--- config.mk ---
export PLATFORM = sky130hd
export DESIGN_NAME = frp_cordic_cell
export DESIGN_NICKNAME = d
export VERILOG_FILES = /design/src/rtl/fourier_phase_ramp_shift_defines.svh /design/src/rtl/frp_pkg.sv /design/src/rtl/frp_cordic_cell.sv
export SDC_FILE = /design/constraint.sdc
export NUM_CORES = 1
export LEC_CHECK = 0
export BUFFER_PORTS_ARGS = -buffer_cell sky130_fd_sc_hd__buf_2
export CORE_ASPECT_RATIO = 0.5
export CORE_UTILIZATION = 34
export CTS_CLUSTER_SIZE = 28
export DETAILED_ROUTE_END_ITERATION = 7
export MAX_ROUTING_LAYER = met4
export SLEW_MARGIN = 30
export SYNTH_ARGS = -nofsm -noshare
export SYNTH_HDL_FRONTEND = slang
export SYNTH_SLANG_ARGS = --single-unit
--- constraint.sdc ---
create_clock -name clk -period 6.7 [get_ports clk]
set_input_delay 1.34 -clock clk [delete_from_list [all_inputs] [get_ports clk]]
set_output_delay 1.34 -clock clk [all_outputs]
set_load 0.02 [all_outputs]
--- src/rtl/fourier_phase_ramp_shift_defines.svh ---
// ----------------------------------------------------------------------------
// Assertion macros for the Fourier phase ramp shifter
// Shorthand for clocked implication checks with the usual reset disable.
// ----------------------------------------------------------------------------
`ifndef FOURIER_PHASE_RAMP_SHIFT_DEFINES_SVH
`define FOURIER_PHASE_RAMP_SHIFT_DEFINES_SVH

// Same-cycle implication.
`define FRP_ASSERT_IMP(label, clk, rst_n, ante, cons) \
    label: assert property (@(posedge clk) disable iff (!rst_n) (ante) |-> (cons)) \
        else $error("frp check failed (same cycle)");

// Next-cycle implication.
`define FRP_ASSERT_NXT(label, clk, rst_n, ante, cons) \
    label: assert property (@(posedge clk) disable iff (!rst_n) (ante) |=> (cons)) \
        else $error("frp check failed (next cycle)");

`endif

--- src/rtl/frp_pkg.sv ---
// ----------------------------------------------------------------------------
// Fourier phase ramp shifter package
// Widths, register indexes, the CORDIC word and the arctangent table.
// ----------------------------------------------------------------------------
package frp_pkg;

    localparam int DATA_W         = 24;
    localparam int PHASE_W        = 32;
    localparam int DIM_W          = 12;
    localparam int CFG_INDEX_W    = 4;
    localparam int CFG_DATA_W     = 32;
    localparam int CORDIC_ITERS   = 24;
    localparam int XW             = 57;
    localparam int ZW             = 32;
    localparam int MAX_WIDTH_DEF  = 2048;
    localparam int MAX_HEIGHT_DEF = 2048;

    // Inverse CORDIC gain in Q30.
    localparam logic signed [30:0] GAIN_Q30 = 31'sd652032874;

    typedef enum logic [CFG_INDEX_W-1:0] {
        REG_ROW_LENGTH   = 4'd0,
        REG_ROW_COUNT    = 4'd1,
        REG_PHASE_STEP_X = 4'd2,
        REG_PHASE_STEP_Y = 4'd3
    } cfg_reg_t;

    typedef struct packed {
        logic                     bypass;
        logic signed [DATA_W-1:0] c;
        logic signed [DATA_W-1:0] d;
        logic signed [XW-1:0]     x;
        logic signed [XW-1:0]     y;
        logic signed [ZW-1:0]     z;
    } cordic_word_t;

    // Arctangent of 2^-i in 2^-32 turn units.
    function automatic logic signed [ZW-1:0] atan_turn(input int i);
        logic signed [ZW-1:0] a;
        case (i)
            0:       a = 32'sd536870912;
            1:       a = 32'sd316933406;
            2:       a = 32'sd167458907;
            3:       a = 32'sd85004756;
            4:       a = 32'sd42667331;
            5:       a = 32'sd21354465;
            6:       a = 32'sd10679838;
            7:       a = 32'sd5340245;
            8:       a = 32'sd2670163;
            9:       a = 32'sd1335087;
            10:      a = 32'sd667544;
            11:      a = 32'sd333772;
            12:      a = 32'sd166886;
            13:      a = 32'sd83443;
            14:      a = 32'sd41722;
            15:      a = 32'sd20861;
            16:      a = 32'sd10430;
            17:      a = 32'sd5215;
            18:      a = 32'sd2608;
            19:      a = 32'sd1304;
            20:      a = 32'sd652;
            21:      a = 32'sd326;
            22:      a = 32'sd163;
            23:      a = 32'sd81;
            default: a = '0;
        endcase
        return a;
    endfunction

endpackage

--- src/rtl/frp_cordic_cell.sv ---
// ----------------------------------------------------------------------------
// Fourier phase ramp shifter CORDIC cell
// One rotation iteration with its own word register and handshake.
// ----------------------------------------------------------------------------
module frp_cordic_cell #(
    parameter int STAGE = 0
) (
    input  logic                  clk,
    input  logic                  rst_n,
    input  frp_pkg::cordic_word_t word_in,
    input  logic                  in_valid,
    output logic                  in_ready,
    output frp_pkg::cordic_word_t word_out,
    output logic                  out_valid,
    input  logic                  out_ready
);
    import frp_pkg::*;

    logic                 valid_reg;
    cordic_word_t         word_reg, word_next;
    logic signed [XW-1:0] dx, dy;

    assign in_ready = !valid_reg || out_ready;

    // Arithmetic shifts round towards minus infinity, as the rotation needs.
    always_comb
    begin
        dx        = $signed(word_in.y) >>> STAGE;
        dy        = $signed(word_in.x) >>> STAGE;
        word_next = word_in;
        if (!word_in.z[ZW-1])
        begin
            word_next.x = $signed(word_in.x) - dx;
            word_next.y = $signed(word_in.y) + dy;
            word_next.z = $signed(word_in.z) - atan_turn(STAGE);
        end
        else
        begin
            word_next.x = $signed(word_in.x) + dx;
            word_next.y = $signed(word_in.y) - dy;
            word_next.z = $signed(word_in.z) + atan_turn(STAGE);
        end
    end

    always_ff @(posedge clk or negedge rst_n)
    begin
        if (!rst_n)
            valid_reg <= 1'b0;
        else if (in_ready)
            valid_reg <= in_valid;
    end

    always_ff @(posedge clk)
    begin
        if (in_ready && in_valid)
            word_reg <= word_next;
    end

    assign word_out  = word_reg;
    assign out_valid = valid_reg;

endmodule

# [Word level (Yosys, flattened, before mapping)]
# Cells that the tools add are included.
[totals] in_bits=199 output_inout_bits=197 regBits=196 wordCells=16
[classes] mux=1 n_reduce_logical=3 add_sub_neg=5
[ops] op="146-bit two-way mux" count=1
[ops] op="57-bit subtractor" count=2
[ops] op="57-bit adder" count=1
[ops] op="32-bit by 31-bit adder with 32-bit output, second input constant" count=1
[ops] op="32-bit by 31-bit subtractor with 32-bit output, second input constant" count=1
[ops] op="1-bit logical AND" count=1
[ops] op="1-bit zero test" count=1
[ops] op="1-bit logical OR" count=1

# [Longest topological paths before layout]
[logic_depth] depth_word=3 ltp_mapped=14 ltp_nobuf=13

# [Least setup slack after synthesis]
# No wires, ideal clock.
[synth_path] kind="input to register" startpoint="in out_ready" endpoint="reg word_reg, in the netlist word_out[0], enable pin" t_arrival_ns=6.062 cell_stages=2 path_slack_ns=0.061 required_ns=6.123 setup_time_ns=0.577 n_path_buf=0 path_cell_list="nand2b_1 > and2_1"
[synth_via] elab_chain_cells=2
[synth_rtl] item="start, declared" line="frp_cordic_cell.sv:15" rtl="input logic out_ready"
[synth_rtl] item="1-bit logical OR" line="frp_cordic_cell.sv:23" rtl="assign in_ready = !valid_reg || out_ready;"
[synth_rtl] item="1-bit logical AND" line="frp_cordic_cell.sv:55" rtl="if (in_ready && in_valid)"
[synth_rtl] item="end signal, assigned" line="frp_cordic_cell.sv:56" rtl="word_reg <= word_next;"
[synth_rtl] item="end, declared" line="frp_cordic_cell.sv:20" rtl="cordic_word_t word_reg, word_next;"
# No other way between the ends.
# A chain may end at the register's enable or synchronous reset.

==> results by group <==
GRT
  • GRT Overall Usage: 0.246
  • Overflow after GRT: 0
  • Pin count of the biggest net entering global routing: 113
  • Initial antenna violation count: 0
  • Global-route wire length before repair: 92100 um
  • Vias in the first global route: 15160

Routing
  • DRT antenna net count: 0
  • Drc violations: 0
  • Drt pass-1 iters: 7
  • Post-DR vias/cell: 5.55
  • DR vias: 16109
  • Total wire length: 61700 um
  • Routed len/inst: 21.2 um
  • Iter 0 DRT Violations: 1505

Finish
  • Fillers: 4993
  • Multi-input gate area: 9900 sq um
  • Final Cell Area: 19900 sq um
  • Diode count: 0
  • Commonest non-fill, non-tap cells in the layout: 394 x buf_2, 252 x a21oi_1, 194 x edfxtp_1
  • Layout cell share with drive strength beyond 1: 0.209
  • P&R area growth vs syn: 18.7%
  • Seq. cell area: 5850 sq um
  • Final nets: 2614
  • Commonest non-fill, non-tap cell in the layout: buf_2

Power
  • Sequential share of power: 0.370
  • Worst vdd ir: 0.113 mV
  • Leak Pwr: 8.64 nW
  • Sw Share: 0.394
  • Net Switching: 0.00164 W
  • Clock Power Share: 0.267
  • Cell Pwr Density: 209 nW/um^2
  • Comb pwr share: 0.363
  • Internal: 0.00253 W

Yosys
  • Synth top area cells: edfxtp_1 35%, ha_1 13%, a21oi_1 7.5%
  • Syn Nets: 2277
  • Post-synth top area share: 0.347
  • Mean post-synth cell area: 8.81 sq um
  • Mapped Cells: 1906
  • Synth area leader: edfxtp_1
  • Library cells used by synthesis: 88
  • Post-synth EDFFs: 194
  • Post-synth ARST share: 0.00513
  • FF+latch count, synth: 195
  • Top_reg_cell synth: edfxtp_1
  • Yosys warns: 0
  • Seq/Total Area, Yosys: 0.348
  • Synthesized cell area: 16800 sq um

Clock network
  • CTS tree: done
  • Clock transition at path regs: 0.10 ns
  • CTS resizes: 0
  • Setup Fix Bufs, Post-CTS: 0
  • CTS Buf Count: 17
  • Cts-stage hold buffer count: 0
  • Max clock buf depth: 2
  • CTS Root Cell: clkbuf_16
  • Sink Count: 195
  • Clock H-tree levels: 4
  • Clk_lat worst skew: 0.48 ns

Setup path
  • R2r setup slk: 4.99 ns
  • Worst Reg-to-Reg Cells: 3
  • R2R Path End: word_out[29]$_DFFE_PP_
  • CP Max Fanout: 17
  • Setup CP Type: input pin to register
  • CP endpoint: word_out[143]$_DFFE_PP_
  • Data arrival, critical path: 5.27 ns
  • Worst setup path start: word_in[41]
  • Worst setup SP type: input pin
  • Critical Path End Type: register
  • Reg2reg start: out_valid$_DFFE_PN0N_
  • Required time of the worst setup path: 6.92 ns

Die
  • Die Y: 159 um
  • Initial Util: 0.345
  • Core Area: 48600 sq um
  • Die width: 316 um
  • Die ar.: 50400 sq um
  • # rows: 57
  • Io pins: 396

STA
  • Final worst path period need: 5.05 ns
  • Setup repair after global routing missed its margin: false
  • Final period util: 0.753
  • Worst-margin pin slew: 0.943 ns
  • Setup violations, final: 0
  • Clock skew: 0.0193 ns
  • Relative slew slack: 0.371
  • Fin. Hold Viols: 0
  • Fmax: 198 MHz
  • Setup TNS: 0 ns
  • Final slew viol count: 0

Placement
  • Area of placed instances: 19300 sq um
  • I/O Buffers: 395
  • Gp weighted congestion: 0.998
  • DP Wirelength: 48800 um

Status
  • Status: complete, no violations

Worst hold path
  • Hold WC Path Type: register to register

Job
  • Max-cap violations: 0
[metrics by stage]
step | util | power, W | instances | hold WS [ns] | setup slack [ns]
5_1_grt | 0.410 | 0.00437 | 2905 | 0.612 | 1.44
3_5_place_dp | 0.397 | 0.00306 | 2873 | 0.548 | 1.28
4_1_cts | 0.410 | 0.00419 | 2905 | 0.568 | 1.78
6_report | 0.410 | 0.00417 | 2905 | 0.561 | 1.65
2_1_floorplan | - | 0.00255 | 1906 | 0.783 | 0.0607
3_3_place_gp | 0.397 | 0.00306 | 2873 | 0.535 | 1.23
[kinds of logic (layout without fill, tap and decap cells)]
group | count (synthesis) | count (layout) | share of synthesized area
multiplexers | 19 | 19 | 0.0113
buffers and inverters | 272 | 622 | 0.0628
adder cells (fa/ha/maj) | 172 | 172 | 0.130
AND/OR/NAND/NOR | 459 | 459 | 0.130
flip-flops | 195 | 195 | 0.348
XOR/XNOR | 109 | 109 | 0.0568
AO/OA/AOI/OAI | 680 | 680 | 0.260
[how the worst min path moves through the flow]
| stage | startpoint | slack [ns] | cells past startpoint | to |
|---|---|---|---|---|
| 2_1_floorplan | out_valid$_DFFE_PN0N_ | 0.78 | 2 | out_valid$_DFFE_PN0N_ |
| 6_report | out_valid$_DFFE_PN0N_ | 0.56 | 2 | out_valid$_DFFE_PN0N_ |
| 3_5_place_dp | out_valid$_DFFE_PN0N_ | 0.55 | 2 | out_valid$_DFFE_PN0N_ |
| 4_1_cts | out_valid$_DFFE_PN0N_ | 0.57 | 2 | out_valid$_DFFE_PN0N_ |
| 3_3_place_gp | out_valid$_DFFE_PN0N_ | 0.53 | 2 | out_valid$_DFFE_PN0N_ |
| 5_1_grt | out_valid$_DFFE_PN0N_ | 0.61 | 2 | out_valid$_DFFE_PN0N_ |
[power groups by stage]
stage / clock (W) / sequential (W) / combinational, W
after floorplan: 0 / 0.00172 / 0.000835
after global placement: 0 / 0.00157 / 0.00149
after detailed placement: 0 / 0.00157 / 0.00148
after CTS: 0.00115 / 0.00155 / 0.00149
after global routing: 0.00119 / 0.00155 / 0.00163
final: 0.00112 / 0.00154 / 0.00151
[synth_stat cells, types with 8 or more instances]
cell / n
o21a_1: 22
nand2b_1: 18
nor2b_1: 18
inv_1: 176
clkinv_1: 8
nor3_1: 31
a21oi_1: 252
nand2_1: 111
edfxtp_1: 194
a211oi_1: 22
a21o_1: 51
o21bai_1: 58
nand3_1: 30
a31oi_1: 13
or3_1: 9
o211ai_1: 12
nor4_1: 14
ha_1: 168
o21ai_0: 111
nand4_1: 33
xnor2_1: 102
buf_1: 16
nor2_1: 154
o31ai_1: 16
a21boi_0: 9
o21ai_1: 18
mux2i_1: 19
buf_2: 12
clkbuf_1: 53
[layer usage]
| metal | part of all wire | global-route usage | wire, um | vias up |
|---|---|---|---|---|
| li1 | - | - | - | 7577 |
| met3 | 0.056 | 0.0268 | 3480 | 70 |
| met5 | 0 | - | 0 | - |
| met1 | 0.45 | 0.331 | 27700 | 7855 |
| met4 | 0.020 | 0.0579 | 1250 | 0 |
| met2 | 0.47 | 0.394 | 29300 | 607 |
[worst max-delay path, stage by stage]
cell	delay, ns
buf_2	0.11
inv_1	0.05
ha_1	0.64
and4_1	0.38
o2111ai_1	0.13
a21oi_1	0.27
a2111oi_2	0.12
o311a_1	0.47
o31ai_1	0.80
o21bai_1	0.27
a21oi_1	0.30
o32ai_1	0.18
xnor2_1	0.19
[cell type report]
cell class / count / area share
multi-input cells: 1439 / 0.496
flip-flops and latches: 195 / 0.293
repair buffers: 403 / 0.103
well taps: 649 / 0.0407
inverters: 187 / 0.0353
clock buffers: 17 / 0.0213
clock inverters: 15 / 0.00960
[state kept, by name, indices dropped and copies added (netlist names)]
register / cells
word_out: 194
out_valid: 1
No activity file was read; power rests on OpenSTA's default activity.
