File: src/rtl/fourier_phase_ramp_shift_defines.svh
// ----------------------------------------------------------------------------
// Assertion macros for the Fourier phase ramp shifter
// Shorthand for clocked implication checks with the usual reset disable.
// ----------------------------------------------------------------------------
`ifndef FOURIER_PHASE_RAMP_SHIFT_DEFINES_SVH
`define FOURIER_PHASE_RAMP_SHIFT_DEFINES_SVH

// Same-cycle implication.
`define FRP_ASSERT_IMP(label, clk, rst_n, ante, cons) \
    label: assert property (@(posedge clk) disable iff (!rst_n) (ante) |-> (cons)) \
        else $error("frp check failed (same cycle)");

// Next-cycle implication.
`define FRP_ASSERT_NXT(label, clk, rst_n, ante, cons) \
    label: assert property (@(posedge clk) disable iff (!rst_n) (ante) |=> (cons)) \
        else $error("frp check failed (next cycle)");

`endif

File: src/rtl/frp_pkg.sv
// ----------------------------------------------------------------------------
// Fourier phase ramp shifter package
// Widths, register indexes, the CORDIC word and the arctangent table.
// ----------------------------------------------------------------------------
package frp_pkg;

    localparam int DATA_W         = 24;
    localparam int PHASE_W        = 32;
    localparam int DIM_W          = 12;
    localparam int CFG_INDEX_W    = 4;
    localparam int CFG_DATA_W     = 32;
    localparam int CORDIC_ITERS   = 24;
    localparam int XW             = 57;
    localparam int ZW             = 32;
    localparam int MAX_WIDTH_DEF  = 2048;
    localparam int MAX_HEIGHT_DEF = 2048;

    // Inverse CORDIC gain in Q30.
    localparam logic signed [30:0] GAIN_Q30 = 31'sd652032874;

    typedef enum logic [CFG_INDEX_W-1:0] {
        REG_ROW_LENGTH   = 4'd0,
        REG_ROW_COUNT    = 4'd1,
        REG_PHASE_STEP_X = 4'd2,
        REG_PHASE_STEP_Y = 4'd3
    } cfg_reg_t;

    typedef struct packed {
        logic                     bypass;
        logic signed [DATA_W-1:0] c;
        logic signed [DATA_W-1:0] d;
        logic signed [XW-1:0]     x;
        logic signed [XW-1:0]     y;
        logic signed [ZW-1:0]     z;
    } cordic_word_t;

    // Arctangent of 2^-i in 2^-32 turn units.
    function automatic logic signed [ZW-1:0] atan_turn(input int i);
        logic signed [ZW-1:0] a;
        case (i)
            0:       a = 32'sd536870912;
            1:       a = 32'sd316933406;
            2:       a = 32'sd167458907;
            3:       a = 32'sd85004756;
            4:       a = 32'sd42667331;
            5:       a = 32'sd21354465;
            6:       a = 32'sd10679838;
            7:       a = 32'sd5340245;
            8:       a = 32'sd2670163;
            9:       a = 32'sd1335087;
            10:      a = 32'sd667544;
            11:      a = 32'sd333772;
            12:      a = 32'sd166886;
            13:      a = 32'sd83443;
            14:      a = 32'sd41722;
            15:      a = 32'sd20861;
            16:      a = 32'sd10430;
            17:      a = 32'sd5215;
            18:      a = 32'sd2608;
            19:      a = 32'sd1304;
            20:      a = 32'sd652;
            21:      a = 32'sd326;
            22:      a = 32'sd163;
            23:      a = 32'sd81;
            default: a = '0;
        endcase
        return a;
    endfunction

endpackage

File: src/rtl/frp_if.sv


interface frp_out_if;
    import frp_pkg::*;
    logic                     valid;
    logic                     ready;
    logic signed [DATA_W-1:0] shifted_re;
    logic signed [DATA_W-1:0] shifted_im;

    modport source (output valid, shifted_re, shifted_im, input ready);
    modport sink   (input valid, shifted_re, shifted_im, output ready);
endinterface


File: src/rtl/frp_round.sv
// ----------------------------------------------------------------------------
// Fourier phase ramp shifter output stage
// Rounds and saturates the rotated word and holds it for the sink.
// ----------------------------------------------------------------------------
module frp_round (
    input  logic                  clk,
    input  logic                  rst_n,
    input  frp_pkg::cordic_word_t word_in,
    input  logic                  in_valid,
    output logic                  in_ready,
    frp_out_if.source             result_out
);
    import frp_pkg::*;

    localparam logic signed [XW-1:0] HALF   = XW'(64'sd1 <<< 29);
    localparam logic signed [XW-1:0] SAT_HI = XW'((64'sd1 <<< (DATA_W - 1)) - 64'sd1);
    localparam logic signed [XW-1:0] SAT_LO = XW'(-(64'sd1 <<< (DATA_W - 1)));

    logic                     valid_reg;
    logic signed [DATA_W-1:0] re_reg, im_reg, re_next, im_next;

    function automatic logic signed [DATA_W-1:0] round_sat(input logic signed [XW-1:0] v);
        logic signed [XW-1:0] r;
        logic signed [DATA_W-1:0] o;
        r = (v + HALF) >>> 30;
        if (r > SAT_HI)
            o = SAT_HI[DATA_W-1:0];
        else if (r < SAT_LO)
            o = SAT_LO[DATA_W-1:0];
        else
            o = r[DATA_W-1:0];
        return o;
    endfunction

    // With both steps zero the sample goes out untouched.
    always_comb
    begin
        if (word_in.bypass)
        begin
            re_next = word_in.c;
            im_next = word_in.d;
        end
        else
        begin
            re_next = round_sat(word_in.x);
            im_next = round_sat(word_in.y);
        end
    end

    assign in_ready = !valid_reg || result_out.ready;

    always_ff @(posedge clk or negedge rst_n)
    begin
        if (!rst_n)
            valid_reg <= 1'b0;
        else if (in_ready)
            valid_reg <= in_valid;
    end

    always_ff @(posedge clk)
    begin
        if (in_ready && in_valid)
        begin
            re_reg <= re_next;
            im_reg <= im_next;
        end
    end

    assign result_out.valid      = valid_reg;
    assign result_out.shifted_re = re_reg;
    assign result_out.shifted_im = im_reg;

endmodule

File: src/flat_wrapper.sv
// flat-port wrapper written by rule: the top's interface ports become plain ports
module frp_round_flat import frp_pkg::*;
  (clk, rst_n, word_in, in_valid, in_ready, result_out_valid, result_out_shifted_re, result_out_shifted_im, result_out_ready);
  frp_out_if result_out_i ();
  input  logic clk;
  input  logic rst_n;
  input  frp_pkg::cordic_word_t word_in;
  input  logic in_valid;
  output logic in_ready;
  output wire logic [$bits(result_out_i.valid)-1:0] result_out_valid;
  output wire logic [$bits(result_out_i.shifted_re)-1:0] result_out_shifted_re;
  output wire logic [$bits(result_out_i.shifted_im)-1:0] result_out_shifted_im;
  input wire logic [$bits(result_out_i.ready)-1:0] result_out_ready;
  assign result_out_valid = result_out_i.valid;
  assign result_out_shifted_re = result_out_i.shifted_re;
  assign result_out_shifted_im = result_out_i.shifted_im;
  assign result_out_i.ready = result_out_ready;
  frp_round u_core (.clk(clk), .rst_n(rst_n), .word_in(word_in), .in_valid(in_valid), .in_ready(in_ready), .result_out(result_out_i));
endmodule
File: config.mk
export PLATFORM = sky130hd
export DESIGN_NAME = frp_round_flat
export DESIGN_NICKNAME = d
export VERILOG_FILES = /design/src/rtl/fourier_phase_ramp_shift_defines.svh /design/src/rtl/frp_pkg.sv /design/src/rtl/frp_if.sv /design/src/rtl/frp_round.sv /design/src/flat_wrapper.sv
export SDC_FILE = /design/constraint.sdc
export NUM_CORES = 1
export LEC_CHECK = 0
export BUFFER_PORTS_ARGS = -buffer_cell sky130_fd_sc_hd__buf_4
export CAP_MARGIN = 10
export CORE_ASPECT_RATIO = 0.5
export CORE_MARGIN = 4
export CORE_UTILIZATION = 42
export CTS_BUF_LIST = sky130_fd_sc_hd__clkbuf_16
export DETAILED_ROUTE_END_ITERATION = 16
export MAX_ROUTING_LAYER = met4
export PLACE_DENSITY = 0.92
export SYNTH_ARGS = -nofsm -noshare
export SYNTH_HDL_FRONTEND = slang
export SYNTH_SLANG_ARGS = --single-unit
File: constraint.sdc
create_clock -name clk -period 2.9 [get_ports clk]
set_clock_uncertainty 0.2 [all_clocks]
set_input_delay 0.725 -clock clk [delete_from_list [all_inputs] [get_ports clk]]
set_output_delay 0.725 -clock clk [all_outputs]
set_load 0.1 [all_outputs]
Word level (Yosys, flattened, before mapping)
Index checks and enable logic that the tools add are counted.
{ "word_totals": {"register_bits": 49, "input_bits": 199, "wordCells": 18, "output_inout_bits": 50} }
{ "op_classes": {"magnitude_cmp": 4, "addsub": 2, "mux": 6, "reduce_logical": 3} }
{ "op_table": {"columns": ["op", "n"], "rows": [
  ["two-way mux 24 bit", 6],
  ["adder 57 x 31 -> 57 bit (second input constant)", 2],
  ["> comparator 27 x 24 -> 1 bit (second input constant)", 2],
  ["less-than comparator 27 x 24 -> 1 bit (second input constant)", 2],
  ["logical AND 1 bit", 1],
  ["logical NOT 1 bit", 1],
  ["logical OR 1 bit", 1]
]} }

Depth between registers and ports, before layout
Gate-level depths: netlist of run 1.
{ "logic_depth": {"depth_word": 5, "mapped_depth": 9, "ltp_nobuf": 7} }

Worst setup path after synthesis of run 1
Ideal clock, no wire load.
{ "synth_timing": {"path_type": "register -> register", "startpoint": "register u_core.valid_reg (netlist: u_core.result_out.valid)", "endpoint": "register u_core.im_reg[0] (netlist: u_core.result_out.shifted_im[0]) (enable)", "synth_period_minus_slack_ps": 3542, "slack_ps": -642, "n_path_buf": 0, "setup_time_ps": 410, "required_time_ps": 2290, "arrival_time_ps": 2932, "stages_incl_launch_ff": 3, "path_cell_list": "dfrtp_1 -> nand2b_1 -> and2_1"} }
{ "synth_between": {"elab_chain_cells": 3} }
{ "synth_rtl": {"columns": ["element", "line_no", "source"], "rows": [
  ["start: declaration", "frp_round.sv:19", "logic valid_reg;"],
  ["start signal: assignment", "frp_round.sv:57", "valid_reg <= in_valid;"],
  ["logical NOT 1 bit", "frp_round.sv:50", "assign in_ready = !valid_reg || result_out.ready;"],
  ["logical OR 1 bit", "frp_round.sv:50", null],
  ["net in_ready", "flat_wrapper.sv:9", "output logic in_ready;"],
  ["logical AND 1 bit", "frp_round.sv:62", "if (in_ready && in_valid)"],
  ["end signal: assignment", "frp_round.sv:65", "im_reg <= im_next;"],
  ["end: declaration", "frp_round.sv:20", "logic signed [DATA_W-1:0] re_reg, im_reg, re_next, im_next;"]
]} }
The timed path passes the listed nets, and every way through them passes these cells.
A chain may end at the register's enable or synchronous reset.

Final worst setup path of run 1
{ "layout_timing": {"startpoint": "input port word_in[130] (netlist bit)", "endpoint": "register u_core.re_reg[11] (netlist: u_core.result_out.shifted_re[11]), data pin"} }
{ "layout_between": {"elab_chain_cells": 5, "elab_cells_between_ends": 6, "classes_between": "add/sub: 1; order compare: 2; mux: 3"} }
{ "layout_rtl": {"columns": ["element", "line_no", "source"], "rows": [
  ["start: declaration", "flat_wrapper.sv:7", "input frp_pkg::cordic_word_t word_in;"],
  ["adder 57 x 31 -> 57 bit (*)", "frp_round.sv:25", "r = (v + HALF) >>> 30;"],
  ["less-than comparator 27 x 24 -> 1 bit", "frp_round.sv:28", "else if (r < SAT_LO)"],
  ["two-way mux 24 bit", "frp_round.sv:28", null],
  ["two-way mux 24 bit (*)", "frp_round.sv:26", "if (r > SAT_HI)"],
  ["two-way mux 24 bit (*)", "frp_round.sv:38", "if (word_in.bypass)"],
  ["net u_core.re_next[11]", "frp_round.sv:20", null],
  ["end signal: assignment", "frp_round.sv:64", "re_reg <= re_next;"],
  ["end: declaration", "frp_round.sv:20", null]
]} }
The timed path passes the listed nets; every way through them passes the cells marked *.

==> flow_summary.ini, run 1 <==
[min_path]
hold_path_class = reg -> reg

[setup_path]
crit_arrival_ns = 2.80
path_class = in -> reg
cp.required_ns = 2.84
cp_max_fo = 19
cp-start-kind = input pin
worstSetupEndpointType = register

[sta]
hold_viol_final = 0
layout_min_cycle_time_ns = 2.86
grt_setup_unrepaired = yes
fmax_ghz = 0.350
fin_hold_ws_ns = 0.356
finalSetupViolations = 0
slew_viol_final = 0
worst-slew-pin-transition_ns = 0.572
fin_crit_sh = 0.986
max_slew_margin = 0.615

[yosys]
yosys-top-cells-area = edfxtp_1 (41%), nor2b_1 (8.1%), xnor2_1 (6.9%)
syn_area_per_cell_um2 = 9.10
syn_inst = 389
synth-seq-cells = 49
dominantRegCellSynth = edfxtp_1
synth_edf_count = 48
synth_nets = 590
synth_area_um2 = 3540
async_reset_ff_frac = 0.0204
yosysSeqAreaShare = 0.414
yosys.area.top_type = edfxtp_1
yosysWarnings = 0
synth_cell_types = 41
synth_top_area_frac = 0.407

[clocking]
clk_latency_ns = 0.29
clockBufferDepth = 2
clockRootBuffer = clkbuf_16
cts_tree = done
cts_num_sinks = 49
cts_made_buffers = 5
clk_pin_slew_worst_paths_ns = 0.07
htreeDepth = 2

[die]
start_util = 0.438
dieArea_um2 = 10100
die_w_um = 138
coreArea_um2 = 8090
rows = 23
num_io_pins = 249
die_h_um = 72.9

[detailed_routing]
ant_nets = 0
first_iter_violations = 252
dr.pass1.iters = 4
routed_via_density = 5.36
wirelength_mm = 11.0
vias = 3753
wl_per_cell_um = 15.8
drcViolationCount = 0

[final_layout]
mostFrequentLayoutCell = buf_4
finalInstanceArea_um2 = 5380
seq_area_um2 = 1470
areaGrowthSynthToFinish_pct = 51.9
layout_common_cells = buf_4 (202), a21oi_1 (48), edfxtp_1 (48)
antenna_cells = 0
drive_above_1_share = 0.389
fillers = 659
final_nets = 788
final_cell_count_no_fill = 700
multiInputGateArea_um2 = 2000

[run_status]
status = completed

[global_route]
first_global_vias = 3649
grt_max_degree = 52
antenna_found_initial = 0
grt_pass1_wl_mm = 17.1
grtUsageTotal = 0.219
grt_remaining_overflow = 0

[pwr]
power_density_nw_per_um2 = 420
p_leak_nw = 2.22
irDropWorstVdd_uv = 223

[placement]
dp_hpwl_mm = 8.71
placed_area_um2 = 5210
dp.cells = 691
portBuffers = 158
gp_congestion = 0.916

[flow_run]
maxCapViolCount = 0
[synth_stat cells, drive strengths merged, types with 3 or more instances]
cell type  number
o211ai         12
xor2           18
o31ai           3
nor4            8
and3           11
nor2           13
a21oi          48
or4             4
o21ai          12
inv             6
nor2b          46
nand3          20
clkbuf         12
xnor2          28
buf             6
nand4          19
nand2          43
and4            8
edfxtp         48
nor3            4
[final cells by class]
class,instances,area share
clock buffer,5,0.0233
clock inverter,3,0.00326
inverter,6,0.00419
multi-input combinational,316,0.371
sequential,49,0.273
tap,112,0.0261
timing repair buffer,209,0.300
[worst paths after layout]
check                                         from                                to  slack (ns)  cells past startpoint
max                                   word_in[130]  u_core.result_out.shifted_re[11]        0.04                      8
max reg2reg                u_core.result_out.valid  u_core.result_out.shifted_im[10]        1.19                      3
max in group asynchronous                    rst_n           u_core.result_out.valid        1.87                      2
min reg2reg                u_core.result_out.valid           u_core.result_out.valid        0.36                      2
min in group asynchronous                    rst_n           u_core.result_out.valid        0.55                      2
min                        u_core.result_out.valid           u_core.result_out.valid        0.36                      2
[per-stage QoR]
step,setup TNS (ns),worst slack [ns],power (mW),utilization
after detailed placement,-5.49,-0.267,1.69,0.644
after global placement,-3.94,-0.234,1.68,0.644
after CTS,0,0.0259,2.27,0.663
final,0,0.0411,2.26,0.665
after global routing,-0.0175,-0.0102,2.36,0.665
after floorplan,-0.854,-0.0608,1.39,-
[kinds of logic (layout without fill, tap and decap cells)]
| family | count (synthesis) | in the layout | share of synthesized area |
|---|---|---|---|
| AND/OR/NAND/NOR | 182 | 182 | 0.286 |
| adder cells (fa/ha/maj) | 2 | 2 | 0.00707 |
| buffers and inverters | 24 | 223 | 0.0311 |
| AO/OA/AOI/OAI | 85 | 85 | 0.145 |
| flip-flops | 49 | 49 | 0.414 |
| multiplexers | 1 | 1 | 0.00318 |
| XOR/XNOR | 46 | 46 | 0.114 |
[routing by layer]
metal,vias up,global-route usage,wire length [um]
li1,1831,-,-
met1,1749,0.264,4450
met2,145,0.384,5650
met3,28,0.0358,662
met4,0,0.0591,278
met5,-,-,0
[power breakdown]
group	switching (mW)	leakage [nW]	total [mW]	internal (mW)
clock	0.261	0.0696	0.578	0.317
combinational	0.552	1.69	0.827	0.275
sequential	0.0132	0.459	0.854	0.841
[what timing repair did]
action / 4_1_cts / 5_1_grt
hold buffers: 1 / 0
hold endpoints to repair: 1 / 0
setup buffers: 0 / 0
gates resized for setup: 0 / 4
setup endpoints to repair: 0 / 6
[worst max-delay path: stages]
cell and delay, ns:
buf_6 0.08, nand4_1 0.12, or4_4 0.56, or4_4 0.56, a211oi_4 0.31, buf_12 0.19
o211ai_1 0.11, a21oi_1 0.15
Note: power is estimated with default switching activity, not from simulation.
==> run 2, diff against run 1 <==
ABC_AREA = 1   (was unset)
CORE_UTILIZATION = 44   (was 42)
CTS_CLUSTER_DIAMETER = 50   (was unset)
==> flow_summary.ini, run 2 <==
[run_status]
status = completed

[clocking]
clk_pin_slew_worst_paths_ns = 0.07
clockBufferDepth = 2
cts_num_sinks = 49
htreeDepth = 2
clk_latency_ns = 0.28
cts_resized = 0
clockRootBuffer = clkbuf_16
cts_tree = done
cts_made_buffers = 5

[sta]
setup_tns_ns = 0
layout_min_cycle_time_ns = 2.48
hold_viol_final = 0
fin_crit_sh = 0.855
grt_setup_unrepaired = no
fin_hold_ws_ns = 0.404
slew_viol_final = 0
finalSetupViolations = 0
worst_slack_ns = 0.420
max_slew_margin = 0.504
worst-slew-pin-transition_ns = 0.743
fmax_ghz = 0.403

[setup_path]
r2r_slack_ns = 1.20
reg2regPathDepth = 2
worstSetupEndpointType = register
startpoint = word_in[61]
path_class = in -> reg
cp-start-kind = input pin
timing.rr.start = u_core.result_out.valid
crit_arrival_ns = 2.33
cp_max_fo = 23
r2r-end = u_core.result_out.shifted_re[17]
cp.required_ns = 2.75

[detailed_routing]
wl_per_cell_um = 12.7
vias = 4117
first_iter_violations = 229
ant_nets = 0
drcViolationCount = 0
wirelength_mm = 11.1
routed_via_density = 4.72
dr.pass1.iters = 4

[yosys]
dominantRegCellSynth = edfxtp_1
synth_cell_types = 29
synth-seq-cells = 49
async_reset_ff_frac = 0.0204
synth_top_area_frac = 0.361
syn_inst = 604
yosysWarnings = 0
synth_common_cells = nand2_1 (342), nor2_1 (68), edfxtp_1 (48)
synth_most_common_cell = nand2_1
yosys.area.top_type = edfxtp_1
synth_nets = 805
yosys-top-cells-area = edfxtp_1 (36%), nand2_1 (32%), nor2_1 (6.4%)
synth_edf_count = 48
synth_area_um2 = 3990
syn_area_per_cell_um2 = 6.61
yosysSeqAreaShare = 0.367

[pwr]
p_leak_nw = 2.68
irDropWorstVdd_uv = 278
power_density_nw_per_um2 = 426
p_total_mw = 2.28

[min_path]
hold_path_class = reg -> reg
hold_depth = 2
hold_start = u_core.result_out.valid
holdPathEnd = u_core.result_out.valid

[global_route]
grt_max_degree = 51
met2_usage = 0.382
grtUsageMet1 = 0.248
grt_pass1_wl_mm = 17.4
first_global_vias = 3789
grtUsageTotal = 0.205
grt_remaining_overflow = 0
grt_busiest_layer = met2
grt_use_met3 = 0.0288
antenna_found_initial = 0

[die]
die_h_um = 75.3
coreArea_um2 = 8770
dieArea_um2 = 10800
rows = 24
die_w_um = 143
start_util = 0.455
num_io_pins = 249

[final_layout]
layout_common_cells = nand2_1 (342), buf_4 (160), nor2_1 (68)
antenna_cells = 0
areaGrowthSynthToFinish_pct = 34.0
fillers = 840
mostFrequentLayoutCell = nand2_1
final_nets = 955
drive_above_1_share = 0.252

[placement]
pre_cts_ws_ns = 0.135
gp_congestion = 0.951
portBuffers = 158
dp_hpwl_mm = 8.72

[flow_run]
maxCapViolCount = 0
-- run 2: changes by cell type in the layout (fill, tap and decap cells not counted), moves of 8 or more --
cell and change:
a21oi_1 -48, and3_1 -11, and4_1 -8, buf_4 -42, inv_1 +25, nand2_1 +299, nand4_1 -16, nor2_1 +55
nor2b_1 -46, o211ai_1 -12, o21ai_1 -11, xnor2_1 -11
-- run 2: logic make-up (layout without fill, tap and decap cells) --
family / after synthesis / in the layout / synth area share
simple gates: 453 / 453 / 0.454
buf+inv: 52 / 203 / 0.0712
flops: 49 / 49 / 0.367
xor+xnor: 41 / 41 / 0.0900
compound gates: 7 / 7 / 0.0110
fa+ha+maj: 2 / 2 / 0.00627
-- run 2: how the worst max path moves through the flow --
stage,to,slack (ns)
floorplan,u_core.result_out.shifted_im[0],0.03
global placement,u_core.result_out.shifted_im[20],0.15
detailed placement,u_core.result_out.shifted_im[20],0.14
CTS,u_core.result_out.shifted_im[20],0.44
global route,u_core.result_out.shifted_im[19],0.23
finish,u_core.result_out.shifted_im[20],0.42
-- run 2: report_power, final --
part           total [mW]  internal (mW)  switching (mW)
Clock               0.586          0.322           0.264
Combinational       0.835          0.241           0.594
Sequential          0.856          0.842          0.0137
-- run 2: per-layer routing --
metal | routed length (um) | up-vias
met1 | 4650 | 1834
met2 | 5730 | 110
li1 | - | 2163
met5 | 0 | -
met3 | 622 | 10
met4 | 97 | 0
-- run 2: what timing repair did --
action | in CTS | in global routing
setup buffers | 0 | 0
hold buffers | 1 | 0
endpoints found under the hold margin | 1 | 0
-- run 2: critical path, cell delays in order --
cell	delay [ns]
buf_4	0.10
ha_1	0.18
nand2_1	0.09
inv_2	0.06
nand2_1	0.08
nor2_2	0.18
nand2_1	0.07
nand2_1	0.05
nand2_1	0.06
nor2_1	0.09
nand2_1	0.07
nand2_2	0.30
nand2_1	0.10
nand2_1	0.10
nand2_1	0.06
-- run 2: layout make-up --
class / count / area, um2 / area share
clock inverter: 3 / 21.3 / 0.00398
multi-input combinational: 503 / 2250 / 0.421
sequential: 49 / 1470 / 0.274
inverter: 34 / 128 / 0.0239
clock buffer: 5 / 125 / 0.0234
timing repair buffer: 161 / 1210 / 0.226
tap: 117 / 146 / 0.0274
-- run 2: through the flow --
stage | area (um2) | utilization | cells
2_1_floorplan | 4000 | - | 604
3_3_place_gp | 5190 | 0.592 | 863
3_5_place_dp | 5190 | 0.592 | 863
4_1_cts | 5350 | 0.610 | 872
5_1_grt | 5350 | 0.610 | 872
6_report | 5350 | 0.610 | 872
