**src/rtl/fourier_phase_ramp_shift_defines.svh**
```systemverilog
// ----------------------------------------------------------------------------
// Assertion macros for the Fourier phase ramp shifter
// Shorthand for clocked implication checks with the usual reset disable.
// ----------------------------------------------------------------------------
`ifndef FOURIER_PHASE_RAMP_SHIFT_DEFINES_SVH
`define FOURIER_PHASE_RAMP_SHIFT_DEFINES_SVH

// Same-cycle implication.
`define FRP_ASSERT_IMP(label, clk, rst_n, ante, cons) \
    label: assert property (@(posedge clk) disable iff (!rst_n) (ante) |-> (cons)) \
        else $error("frp check failed (same cycle)");

// Next-cycle implication.
`define FRP_ASSERT_NXT(label, clk, rst_n, ante, cons) \
    label: assert property (@(posedge clk) disable iff (!rst_n) (ante) |=> (cons)) \
        else $error("frp check failed (next cycle)");

`endif

```
**src/rtl/frp_pkg.sv**
```systemverilog
// ----------------------------------------------------------------------------
// Fourier phase ramp shifter package
// Widths, register indexes, the CORDIC word and the arctangent table.
// ----------------------------------------------------------------------------
package frp_pkg;

    localparam int DATA_W         = 24;
    localparam int PHASE_W        = 32;
    localparam int DIM_W          = 12;
    localparam int CFG_INDEX_W    = 4;
    localparam int CFG_DATA_W     = 32;
    localparam int CORDIC_ITERS   = 24;
    localparam int XW             = 57;
    localparam int ZW             = 32;
    localparam int MAX_WIDTH_DEF  = 2048;
    localparam int MAX_HEIGHT_DEF = 2048;

    // Inverse CORDIC gain in Q30.
    localparam logic signed [30:0] GAIN_Q30 = 31'sd652032874;

    typedef enum logic [CFG_INDEX_W-1:0] {
        REG_ROW_LENGTH   = 4'd0,
        REG_ROW_COUNT    = 4'd1,
        REG_PHASE_STEP_X = 4'd2,
        REG_PHASE_STEP_Y = 4'd3
    } cfg_reg_t;

    typedef struct packed {
        logic                     bypass;
        logic signed [DATA_W-1:0] c;
        logic signed [DATA_W-1:0] d;
        logic signed [XW-1:0]     x;
        logic signed [XW-1:0]     y;
        logic signed [ZW-1:0]     z;
    } cordic_word_t;

    // Arctangent of 2^-i in 2^-32 turn units.
    function automatic logic signed [ZW-1:0] atan_turn(input int i);
        logic signed [ZW-1:0] a;
        case (i)
            0:       a = 32'sd536870912;
            1:       a = 32'sd316933406;
            2:       a = 32'sd167458907;
            3:       a = 32'sd85004756;
            4:       a = 32'sd42667331;
            5:       a = 32'sd21354465;
            6:       a = 32'sd10679838;
            7:       a = 32'sd5340245;
            8:       a = 32'sd2670163;
            9:       a = 32'sd1335087;
            10:      a = 32'sd667544;
            11:      a = 32'sd333772;
            12:      a = 32'sd166886;
            13:      a = 32'sd83443;
            14:      a = 32'sd41722;
            15:      a = 32'sd20861;
            16:      a = 32'sd10430;
            17:      a = 32'sd5215;
            18:      a = 32'sd2608;
            19:      a = 32'sd1304;
            20:      a = 32'sd652;
            21:      a = 32'sd326;
            22:      a = 32'sd163;
            23:      a = 32'sd81;
            default: a = '0;
        endcase
        return a;
    endfunction

endpackage

```
**src/rtl/frp_if.sv**
```systemverilog
// ----------------------------------------------------------------------------
// Fourier phase ramp shifter channels
// Sample input, result output and configuration write channels.
// ----------------------------------------------------------------------------
interface frp_in_if;
    import frp_pkg::*;
    logic                     valid;
    logic                     ready;
    logic                     frame_start;
    logic signed [DATA_W-1:0] sample_re;
    logic signed [DATA_W-1:0] sample_im;

    modport source (output valid, frame_start, sample_re, sample_im, input ready);
    modport sink   (input valid, frame_start, sample_re, sample_im, output ready);
endinterface


interface frp_cfg_if;
    import frp_pkg::*;
    logic                   valid;
    logic                   ready;
    logic [CFG_INDEX_W-1:0] index;
    logic [CFG_DATA_W-1:0]  data;

    modport source (output valid, index, data, input ready);
    modport sink   (input valid, index, data, output ready);
endinterface

```
**src/rtl/frp_front.sv**
```systemverilog
// ----------------------------------------------------------------------------
// Fourier phase ramp shifter front end
// Registers, coordinate counters, phase sum, quadrant pre-rotation and gain.
// ----------------------------------------------------------------------------
`include "fourier_phase_ramp_shift_defines.svh"

module frp_front #(
    parameter int MAX_WIDTH  = frp_pkg::MAX_WIDTH_DEF,
    parameter int MAX_HEIGHT = frp_pkg::MAX_HEIGHT_DEF
) (
    input  logic                 clk,
    input  logic                 rst_n,
    frp_cfg_if.sink              cfg,
    frp_in_if.sink               sample_in,
    output frp_pkg::cordic_word_t word,
    output logic                 word_valid,
    input  logic                 word_ready
);
    import frp_pkg::*;

    localparam int CW = $clog2(MAX_WIDTH);
    localparam int RW = $clog2(MAX_HEIGHT);
    localparam int LW = $clog2(MAX_WIDTH + 1);
    localparam int HW = $clog2(MAX_HEIGHT + 1);
    localparam int YW = HW + 1;
    localparam int PW = DATA_W + 1;

    typedef enum logic [1:0] {
        QUAD_0 = 2'd0,
        QUAD_1 = 2'd1,
        QUAD_2 = 2'd2,
        QUAD_3 = 2'd3
    } quadrant_t;

    logic [DIM_W-1:0]   row_length_reg;
    logic [DIM_W-1:0]   row_count_reg;
    logic [PHASE_W-1:0] step_x_reg;
    logic [PHASE_W-1:0] step_y_reg;

    logic [CW-1:0] col_reg, col_next;
    logic [RW-1:0] row_reg, row_next;

    logic [LW-1:0]       len;
    logic [HW-1:0]       hgt;
    logic [CW-1:0]       col_base, col_eff;
    logic [RW-1:0]       row_base, row_eff;
    logic [PHASE_W-1:0]  col_inc, row_inc;
    logic signed [YW-1:0] yv;
    logic                accept;

    logic                     s0_valid_reg, s1_valid_reg, s2_valid_reg, s3_valid_reg;
    logic                     s0_ready, s1_ready, s2_ready, s3_ready;
    logic                     s0_bypass_reg, s1_bypass_reg, s2_bypass_reg;
    logic signed [DATA_W-1:0] s0_c_reg, s0_d_reg, s1_c_reg, s1_d_reg, s2_c_reg, s2_d_reg;
    logic [CW-1:0]            s0_col_reg;
    logic signed [YW-1:0]     s0_yv_reg;
    logic [PHASE_W-1:0]       s1_prod_x_reg, s1_prod_y_reg;
    logic signed [PW-1:0]     s2_px_reg, s2_py_reg;
    logic signed [ZW-1:0]     s2_z_reg;
    cordic_word_t             s3_word_reg;

    logic [PHASE_W-1:0]   ang, ang_res;
    quadrant_t            quad;
    logic signed [PW-1:0] c_ext, d_ext, px, py;
    logic signed [PW+30:0] gx, gy;

    function automatic logic [1:0] ang_quadrant(input logic [PHASE_W-1:0] a);
        logic [PHASE_W-1:0] t;
        t = a + 32'h2000_0000;
        return t[PHASE_W-1:PHASE_W-2];
    endfunction

    // Configuration writes
    assign cfg.ready = 1'b1;

    always_ff @(posedge clk or negedge rst_n)
    begin
        if (!rst_n)
        begin
            row_length_reg <= DIM_W'(1025);
            row_count_reg  <= DIM_W'(2048);
            step_x_reg     <= '0;
            step_y_reg     <= '0;
        end
        else if (cfg.valid)
        begin
            case (cfg_reg_t'(cfg.index))
                REG_ROW_LENGTH:   row_length_reg <= cfg.data[DIM_W-1:0];
                REG_ROW_COUNT:    row_count_reg  <= cfg.data[DIM_W-1:0];
                REG_PHASE_STEP_X: step_x_reg     <= cfg.data[PHASE_W-1:0];
                REG_PHASE_STEP_Y: step_y_reg     <= cfg.data[PHASE_W-1:0];
                default:          ;
            endcase
        end
    end

    // Dimensions clamped to the supported range
    always_comb
    begin
        if (row_length_reg == '0)
            len = LW'(1);
        else if (32'(row_length_reg) > 32'(MAX_WIDTH))
            len = LW'(MAX_WIDTH);
        else
            len = LW'(row_length_reg);

        if (row_count_reg == '0)
            hgt = HW'(1);
        else if (32'(row_count_reg) > 32'(MAX_HEIGHT))
            hgt = HW'(MAX_HEIGHT);
        else
            hgt = HW'(row_count_reg);
    end

    // Coordinates of the current word and the counters for the next one
    always_comb
    begin
        col_base = sample_in.frame_start ? '0 : col_reg;
        row_base = sample_in.frame_start ? '0 : row_reg;
        col_eff  = (32'(col_base) >= 32'(len)) ? '0 : col_base;
        row_eff  = (32'(row_base) >= 32'(hgt)) ? '0 : row_base;
        col_inc  = 32'(col_eff) + 32'd1;
        row_inc  = 32'(row_eff) + 32'd1;

        if (col_inc >= 32'(len))
        begin
            col_next = '0;
            row_next = (row_inc >= 32'(hgt)) ? '0 : row_inc[RW-1:0];
        end
        else
        begin
            col_next = col_inc[CW-1:0];
            row_next = row_eff;
        end

        // Rows whose index reaches the row length map to negative frequencies.
        if (32'(row_eff) < 32'(len))
            yv = $signed(YW'(row_eff));
        else
            yv = $signed(YW'(row_eff)) - $signed(YW'(hgt));
    end

    assign accept          = sample_in.valid && s0_ready;
    assign sample_in.ready = s0_ready;

    always_ff @(posedge clk or negedge rst_n)
    begin
        if (!rst_n)
        begin
            col_reg <= '0;
            row_reg <= '0;
        end
        else if (accept)
        begin
            col_reg <= col_next;
            row_reg <= row_next;
        end
    end

    // Stage handshakes: a stage loads when it is empty or its word moves on.
    assign s3_ready = !s3_valid_reg || word_ready;
    assign s2_ready = !s2_valid_reg || s3_ready;
    assign s1_ready = !s1_valid_reg || s2_ready;
    assign s0_ready = !s0_valid_reg || s1_ready;

    always_ff @(posedge clk or negedge rst_n)
    begin
        if (!rst_n)
        begin
            s0_valid_reg <= 1'b0;
            s1_valid_reg <= 1'b0;
            s2_valid_reg <= 1'b0;
            s3_valid_reg <= 1'b0;
        end
        else
        begin
            if (s0_ready)
                s0_valid_reg <= sample_in.valid;
            if (s1_ready)
                s1_valid_reg <= s0_valid_reg;
            if (s2_ready)
                s2_valid_reg <= s1_valid_reg;
            if (s3_ready)
                s3_valid_reg <= s2_valid_reg;
        end
    end

    // Phase sum, quadrant, residual angle, quadrant pre-rotation and gain products
    always_comb
    begin
        ang     = PHASE_W'(0) - (s1_prod_x_reg + s1_prod_y_reg);
        quad    = quadrant_t'(ang_quadrant(ang));
        ang_res = ang - {ang_quadrant(ang), 30'b0};
        c_ext   = PW'(s1_c_reg);
        d_ext   = PW'(s1_d_reg);
        case (quad)
            QUAD_0:
            begin
                px = c_ext;
                py = d_ext;
            end
            QUAD_1:
            begin
                px = -d_ext;
                py = c_ext;
            end
            QUAD_2:
            begin
                px = -c_ext;
                py = -d_ext;
            end
            QUAD_3:
            begin
                px = d_ext;
                py = -c_ext;
            end
            default:
            begin
                px = c_ext;
                py = d_ext;
            end
        endcase
        gx = s2_px_reg * GAIN_Q30;
        gy = s2_py_reg * GAIN_Q30;
    end

    always_ff @(posedge clk)
    begin
        if (accept)
        begin
            s0_c_reg      <= sample_in.sample_re;
            s0_d_reg      <= sample_in.sample_im;
            s0_col_reg    <= col_eff;
            s0_yv_reg     <= yv;
            s0_bypass_reg <= (step_x_reg == '0) && (step_y_reg == '0);
        end
        if (s1_ready && s0_valid_reg)
        begin
            s1_prod_x_reg <= PHASE_W'(PHASE_W'(s0_col_reg) * step_x_reg);
            s1_prod_y_reg <= PHASE_W'(PHASE_W'(s0_yv_reg) * step_y_reg);
            s1_c_reg      <= s0_c_reg;
            s1_d_reg      <= s0_d_reg;
            s1_bypass_reg <= s0_bypass_reg;
        end
        if (s2_ready && s1_valid_reg)
        begin
            s2_px_reg     <= px;
            s2_py_reg     <= py;
            s2_z_reg      <= $signed(ang_res);
            s2_c_reg      <= s1_c_reg;
            s2_d_reg      <= s1_d_reg;
            s2_bypass_reg <= s1_bypass_reg;
        end
        if (s3_ready && s2_valid_reg)
        begin
            s3_word_reg.x      <= XW'(gx);
            s3_word_reg.y      <= XW'(gy);
            s3_word_reg.z      <= s2_z_reg;
            s3_word_reg.c      <= s2_c_reg;
            s3_word_reg.d      <= s2_d_reg;
            s3_word_reg.bypass <= s2_bypass_reg;
        end
    end

    assign word       = s3_word_reg;
    assign word_valid = s3_valid_reg;

    `FRP_ASSERT_NXT(a_accept_loads_s0, clk, rst_n, accept, s0_valid_reg)
    `FRP_ASSERT_NXT(a_frame_start_clears, clk, rst_n, accept && sample_in.frame_start,
        (col_reg == '0 || col_reg == CW'(1)) && (row_reg == '0 || row_reg == RW'(1)))
    `FRP_ASSERT_NXT(a_s1_holds_when_blocked, clk, rst_n, s1_valid_reg && !s2_ready,
        s1_valid_reg && $stable(s1_prod_x_reg) && $stable(s1_prod_y_reg))

endmodule

```
**src/flat_wrapper.sv**
```systemverilog
// flat-port wrapper written by rule: the top's interface ports become plain ports
module frp_front_flat import frp_pkg::*;
#(
    parameter int MAX_WIDTH  = frp_pkg::MAX_WIDTH_DEF,
    parameter int MAX_HEIGHT = frp_pkg::MAX_HEIGHT_DEF
)
  (clk, rst_n, word, word_valid, word_ready, cfg_valid, cfg_index, cfg_data, cfg_ready, sample_in_valid, sample_in_frame_start, sample_in_sample_re, sample_in_sample_im, sample_in_ready);
  frp_cfg_if cfg_i ();
  frp_in_if sample_in_i ();
  input  logic clk;
  input  logic rst_n;
  output frp_pkg::cordic_word_t word;
  output logic word_valid;
  input  logic word_ready;
  input wire logic [$bits(cfg_i.valid)-1:0] cfg_valid;
  input wire logic [$bits(cfg_i.index)-1:0] cfg_index;
  input wire logic [$bits(cfg_i.data)-1:0] cfg_data;
  output wire logic [$bits(cfg_i.ready)-1:0] cfg_ready;
  input wire logic [$bits(sample_in_i.valid)-1:0] sample_in_valid;
  input wire logic [$bits(sample_in_i.frame_start)-1:0] sample_in_frame_start;
  input wire logic [$bits(sample_in_i.sample_re)-1:0] sample_in_sample_re;
  input wire logic [$bits(sample_in_i.sample_im)-1:0] sample_in_sample_im;
  output wire logic [$bits(sample_in_i.ready)-1:0] sample_in_ready;
  assign cfg_i.valid = cfg_valid;
  assign cfg_i.index = cfg_index;
  assign cfg_i.data = cfg_data;
  assign cfg_ready = cfg_i.ready;
  assign sample_in_i.valid = sample_in_valid;
  assign sample_in_i.frame_start = sample_in_frame_start;
  assign sample_in_i.sample_re = sample_in_sample_re;
  assign sample_in_i.sample_im = sample_in_sample_im;
  assign sample_in_ready = sample_in_i.ready;
  frp_front #(.MAX_WIDTH(MAX_WIDTH), .MAX_HEIGHT(MAX_HEIGHT)) u_core (.clk(clk), .rst_n(rst_n), .cfg(cfg_i), .sample_in(sample_in_i), .word(word), .word_valid(word_valid), .word_ready(word_ready));
endmodule
```
**config.mk**
```make
export PLATFORM = sky130hd
export DESIGN_NAME = frp_front_flat
export DESIGN_NICKNAME = d
export VERILOG_FILES = /design/src/rtl/frp_pkg.sv /design/src/rtl/frp_if.sv /design/src/rtl/frp_front.sv /design/src/flat_wrapper.sv
export VERILOG_INCLUDE_DIRS = /design/src /design/src/rtl
export SDC_FILE = /design/constraint.sdc
export NUM_CORES = 2
export LEC_CHECK = 0
export BUFFER_PORTS_ARGS = -buffer_cell sky130_fd_sc_hd__buf_2
export CAP_MARGIN = 20
export CORE_ASPECT_RATIO = 0.6
export CORE_MARGIN = 3
export CORE_UTILIZATION = 37
export CTS_CLUSTER_SIZE = 10
export DETAILED_ROUTE_END_ITERATION = 12
export SETUP_SLACK_MARGIN = 0.4
export SLEW_MARGIN = 10
export SYNTH_ARGS = -nofsm -noshare
export SYNTH_HDL_FRONTEND = slang
export SYNTH_SLANG_ARGS = --single-unit
export TNS_END_PERCENT = 1
```
**constraint.sdc**
```tcl
create_clock -name clk -period 29.7 [get_ports clk]
set_clock_uncertainty 0.1 [all_clocks]
set_input_delay 5.94 -clock clk [delete_from_list [all_inputs] [get_ports clk]]
set_output_delay 5.94 -clock clk [all_outputs]
set_load 0.01 [all_outputs]
```
=== Word level (Yosys, flattened, before mapping) ===
Index checks and enable logic that the tools add are counted.

* Bits in registers: 622
* Latch bits: 0
* Memory bits (writable): 0
* Memory bits (read-only): 0
* Input bits: 90
* Output and inout port bits: 198
* Word-level logic and storage cells: 96
* Memories kept: 0

* $add $sub $neg: 9
* Multiply operators: 4
* Div/mod/pow operators: 0
* Order comparisons: 7
* Equal/unequal tests: 6
* Shift operators: 0
* Mux-type cells: 14
* Bitwise operators: 0
* Reductions and logical operators: 23

{| class="wikitable"
|+ Operator list
! kind !! count
|-
| one-hot mux 25 bit (4 select lines) || 2
|-
| multiplier 25 x 30 -> 55 bit (second input constant) || 2
|-
| two-way mux 11 bit || 8
|-
| greater-or-equal comparator 32 x 12 -> 1 bit || 2
|-
| zero test 32 bit || 2
|-
| negator 24 -> 25 bit || 2
|-
| two-way mux 12 bit || 4
|-
| adder 32 x 30 -> 32 bit (second input constant) || 1
|-
| adder 32 bit || 1
|-
| multiplier 11 x 32 -> 32 bit || 1
|-
| multiplier 13 x 32 -> 32 bit || 1
|-
| subtractor 1 x 32 -> 32 bit (first input constant) || 1
|-
| subtractor 32 bit || 1
|-
| adder 11 x 1 -> 12 bit (second input constant) || 2
|-
| greater-or-equal comparator 11 x 12 -> 1 bit || 2
|-
| greater-than comparator 12 bit (second input constant) || 2
|-
| zero test 12 bit || 2
|-
| subtractor 11 x 12 -> 13 bit || 1
|-
| less-than comparator 11 x 12 -> 1 bit || 1
|-
| == test 4 x 2 -> 1 bit (second input constant) || 2
|-
| AND reduction 2 bit || 4
|-
| logical AND 1 bit || 5
|-
| == test 2 bit (second input constant) || 2
|-
| == test 4 x 1 -> 1 bit (second input constant) || 1
|-
| other kinds (5) || 11
|}

=== Longest topological paths before layout ===
* Word-level depth: 9
* Gate-level depth with buffers: 29
* Mapped depth without buffers: 28

=== Worst setup path after synthesis ===
Ideal clock, no wire load.

* Kind: input port to flip-flop
* Start: in word_ready
* End: reg u_core.s3_word_reg, in the netlist u_core.word[0] (enable)
* Library setup time: 764 ps
* Arrival: 14,359 ps
* Data required time: 28,836 ps
* Setup slack: 14,477 ps
* Stages on the path: 2
* Buffers on the path: 0
* Path through: nor2b_1 nor2b_1

* Cells in the longest elaborated chain, start to end: 2

{| class="wikitable"
|+ RTL lines
! element !! RTL line !! text
|-
| start, declared || flat_wrapper.sv:14 || <nowiki>input logic word_ready;</nowiki>
|-
| logical OR 1 bit || frp_front.sv:161 || <nowiki>assign s3_ready = !s3_valid_reg || word_ready;</nowiki>
|-
| logical AND 1 bit || frp_front.sv:254 || <nowiki>if (s3_ready && s2_valid_reg)</nowiki>
|-
| end, declared || frp_front.sv:60 || <nowiki>cordic_word_t s3_word_reg;</nowiki>
|}

Every way passes these cells.
A chain may end at the register's enable or synchronous reset.

=== Worst setup path after layout ===
* Start: in word_ready
* End: out sample_in_ready

* Cells in the longest elaborated chain, start to end: 4

{| class="wikitable"
|+ RTL lines
! element !! RTL line !! text
|-
| logical OR 1 bit || frp_front.sv:161 ||
|-
| logical OR 1 bit || frp_front.sv:162 || <nowiki>assign s2_ready = !s2_valid_reg || s3_ready;</nowiki>
|-
| logical OR 1 bit || frp_front.sv:163 || <nowiki>assign s1_ready = !s1_valid_reg || s2_ready;</nowiki>
|-
| logical OR 1 bit || frp_front.sv:164 || <nowiki>assign s0_ready = !s0_valid_reg || s1_ready;</nowiki>
|-
| end, declared || flat_wrapper.sv:23 || <nowiki>output wire logic [$bits(sample_in_i.ready)-1:0] sample_in_ready;</nowiki>
|}

Every way passes these cells.

==> metrics.yaml <==
status: "completed"
initial_core_util: 0.3757
slew_headroom: 0.2320
worst_pin_slew_ns: 1.142
largest_reg_flops: 189
ioPinCount: 288
instances_no_fill: 9313
cts_resized: 0
drive_gt1_frac: 0.08665
finalSetupViolations: 0
detail-route-antenna-nets: 0
fin_crit_ns: 12.80
synthArstFlopShare: 0.1845
grt_pass1_vias: 49560
layout_common_cells: "inv_1, fa_1, ha_1"
avgSynthCellArea_sq_um: 10.87
gp_congestion: 0.9875
critPathMaxStageDelay_ns: 0.32
max-clock-path-buffers: 3
die_h_um: 345.5
dieArea_sq_um: 197500
ys_ff_latch: 618
cts_sinks: 618
fill_cells: 18190
cp.required_ns: 23.66
hold_class: "flip-flop to flip-flop"
ctsHoldBuffers: 0
grt_start_max_net_pins: 134
final_common_cell: "inv_1"
via_per_inst: 5.113
fin_crit_sh: 0.4309
synth_warnings: 0
rsz0062_at_grt: "false"
hpwl_um: 178000
area_delta_synth_final_pct: 9.193
worstPathMaxFanout: 5
grt_overflow_total: 0
synth_edf_count: 504
critPathTopFamily: "simple AND/OR/NAND/NOR gates"
avgRoutedWirePerCell_um: 23.13
path_cells: "buf_2 > nor2b_1 > nand4_1 > buf_2"
setup_tns_ns: 0
ys.flop_type: "edfxtp_1"
slowest_stage: "nor2b_1"
root_buffer: "clkbuf_16"
drcViolationCount: 0
die_w_um: 571.8
r2r_setup_slack_ns: 21.27
synth_cells: 6536
drv_slew: 0
cts_tree: "built"
hold_viol: 0
cp-end-kind: "output port"
cp-start-kind: "input port"
core_region_area_sq_um: 189100
cpMostUsedCell: "buf_2"
place_inst: 9186
ys_types: 100
antenna_found_initial: 10
htreeDepth: 3
drv_cap: 0
post_cts_buffers: 0
io_buffers: 284
cts-buffers-inserted: 77
syn_area_sq_um: 71060
critPathKind: "input port to output port"
fmax_mhz: 78.13
final_nets: 8729
row_count: 123
grt_use_total: 0.2206
detail_route.iter0.violations: 4199
critPathBufInv: 2
firstDrtPassIters: 7
clkTransAtPathRegs_ns: 0.06
yosysSeqAreaShare: 0.2532
vias: 47620
critPathArrivalTime_ns: 6.76
clock_latency_ns: 0.69
wirelength_um: 215400
grt_pass1_wl_um: 325800
final timing paths:
kind,start,end,cells after the start
max,word_ready,sample_in_ready,4
min,u_core.s2_c_reg[18],u_core.word[188],0
max reg2reg,u_core.s2_px_reg[13],u_core.word[142],22
min reg2reg,u_core.s2_c_reg[18],u_core.word[188],0
max in group asynchronous,rst_n,u_core.step_y_reg[18],2
min in group asynchronous,rst_n,u_core.word_valid,1
layout make-up:
cell class / instances / area, sq um / area share
clock inverter: 21 / 226.5 / 0.002919
antenna: 4 / 10.01 / 0.0001290
timing repair buffer: 334 / 1839 / 0.02370
clock buffer: 99 / 2041 / 0.02630
inverter: 1410 / 5295 / 0.06824
tap: 2500 / 3128 / 0.04031
multi-input combinational: 4327 / 47060 / 0.6065
sequential: 618 / 17990 / 0.2319
metrics by stage:
stage / setup WS [ns] / hold WS, ns / area, sq um / utilization
finish: 16.90 / 0.3052 / 77590 / 0.4102
global route: 16.77 / 0.3132 / 77580 / 0.4102
CTS: 16.90 / 0.3070 / 77530 / 0.4099
detailed placement: 16.90 / 0.3045 / 75270 / 0.3979
global placement: 16.95 / 0.3011 / 75270 / 0.3979
floorplan: 14.48 / 0.3003 / 71060 / -
kinds of logic (layout without fill, tap and decap cells):
kind of cell,Yosys count,after routing,synth area share
adders and majority gates,1871,1871,0.4455
buffers and inverters,1592,1864,0.08513
and+or+nand+nor,1348,1348,0.09468
AOI/OAI and AO/OA,660,660,0.06168
DFF,618,618,0.2532
xor gates and xnor gates,298,298,0.03705
muxes,147,147,0.02264
other,2,7,0.0001057
cells in the mapped netlist (all sizes together) (56+ instances only):
cell | count | area share
xor2 | 108 | 0.013
and2 | 269 | 0.024
a21oi | 178 | 0.013
xnor2 | 190 | 0.024
clkbuf | 150 | 0.0081
mux2 | 90 | 0.014
nor2 | 160 | 0.0085
dfrtp | 111 | 0.039
ha | 772 | 0.14
a21o | 101 | 0.011
o21ai | 118 | 0.0083
nand2 | 517 | 0.027
fa | 1099 | 0.31
edfxtp | 504 | 0.21
nor3 | 56 | 0.0040
inv | 1409 | 0.074
layer usage:
layer / wire (um) / share of wire / vias to the layer above / GRT usage
met5: 13 / 0.000060 / - / 0
met4: 2799 / 0.013 / 2 / 0.03168
met3: 25930 / 0.12 / 161 / 0.08225
met2: 81570 / 0.38 / 1919 / 0.2863
met1: 105100 / 0.49 / 24200 / 0.3477
li1: - / - / 21330 / -
Power is not shown: default switching activity piles up to over one toggle a cycle in this logic, so the estimate is an artifact.
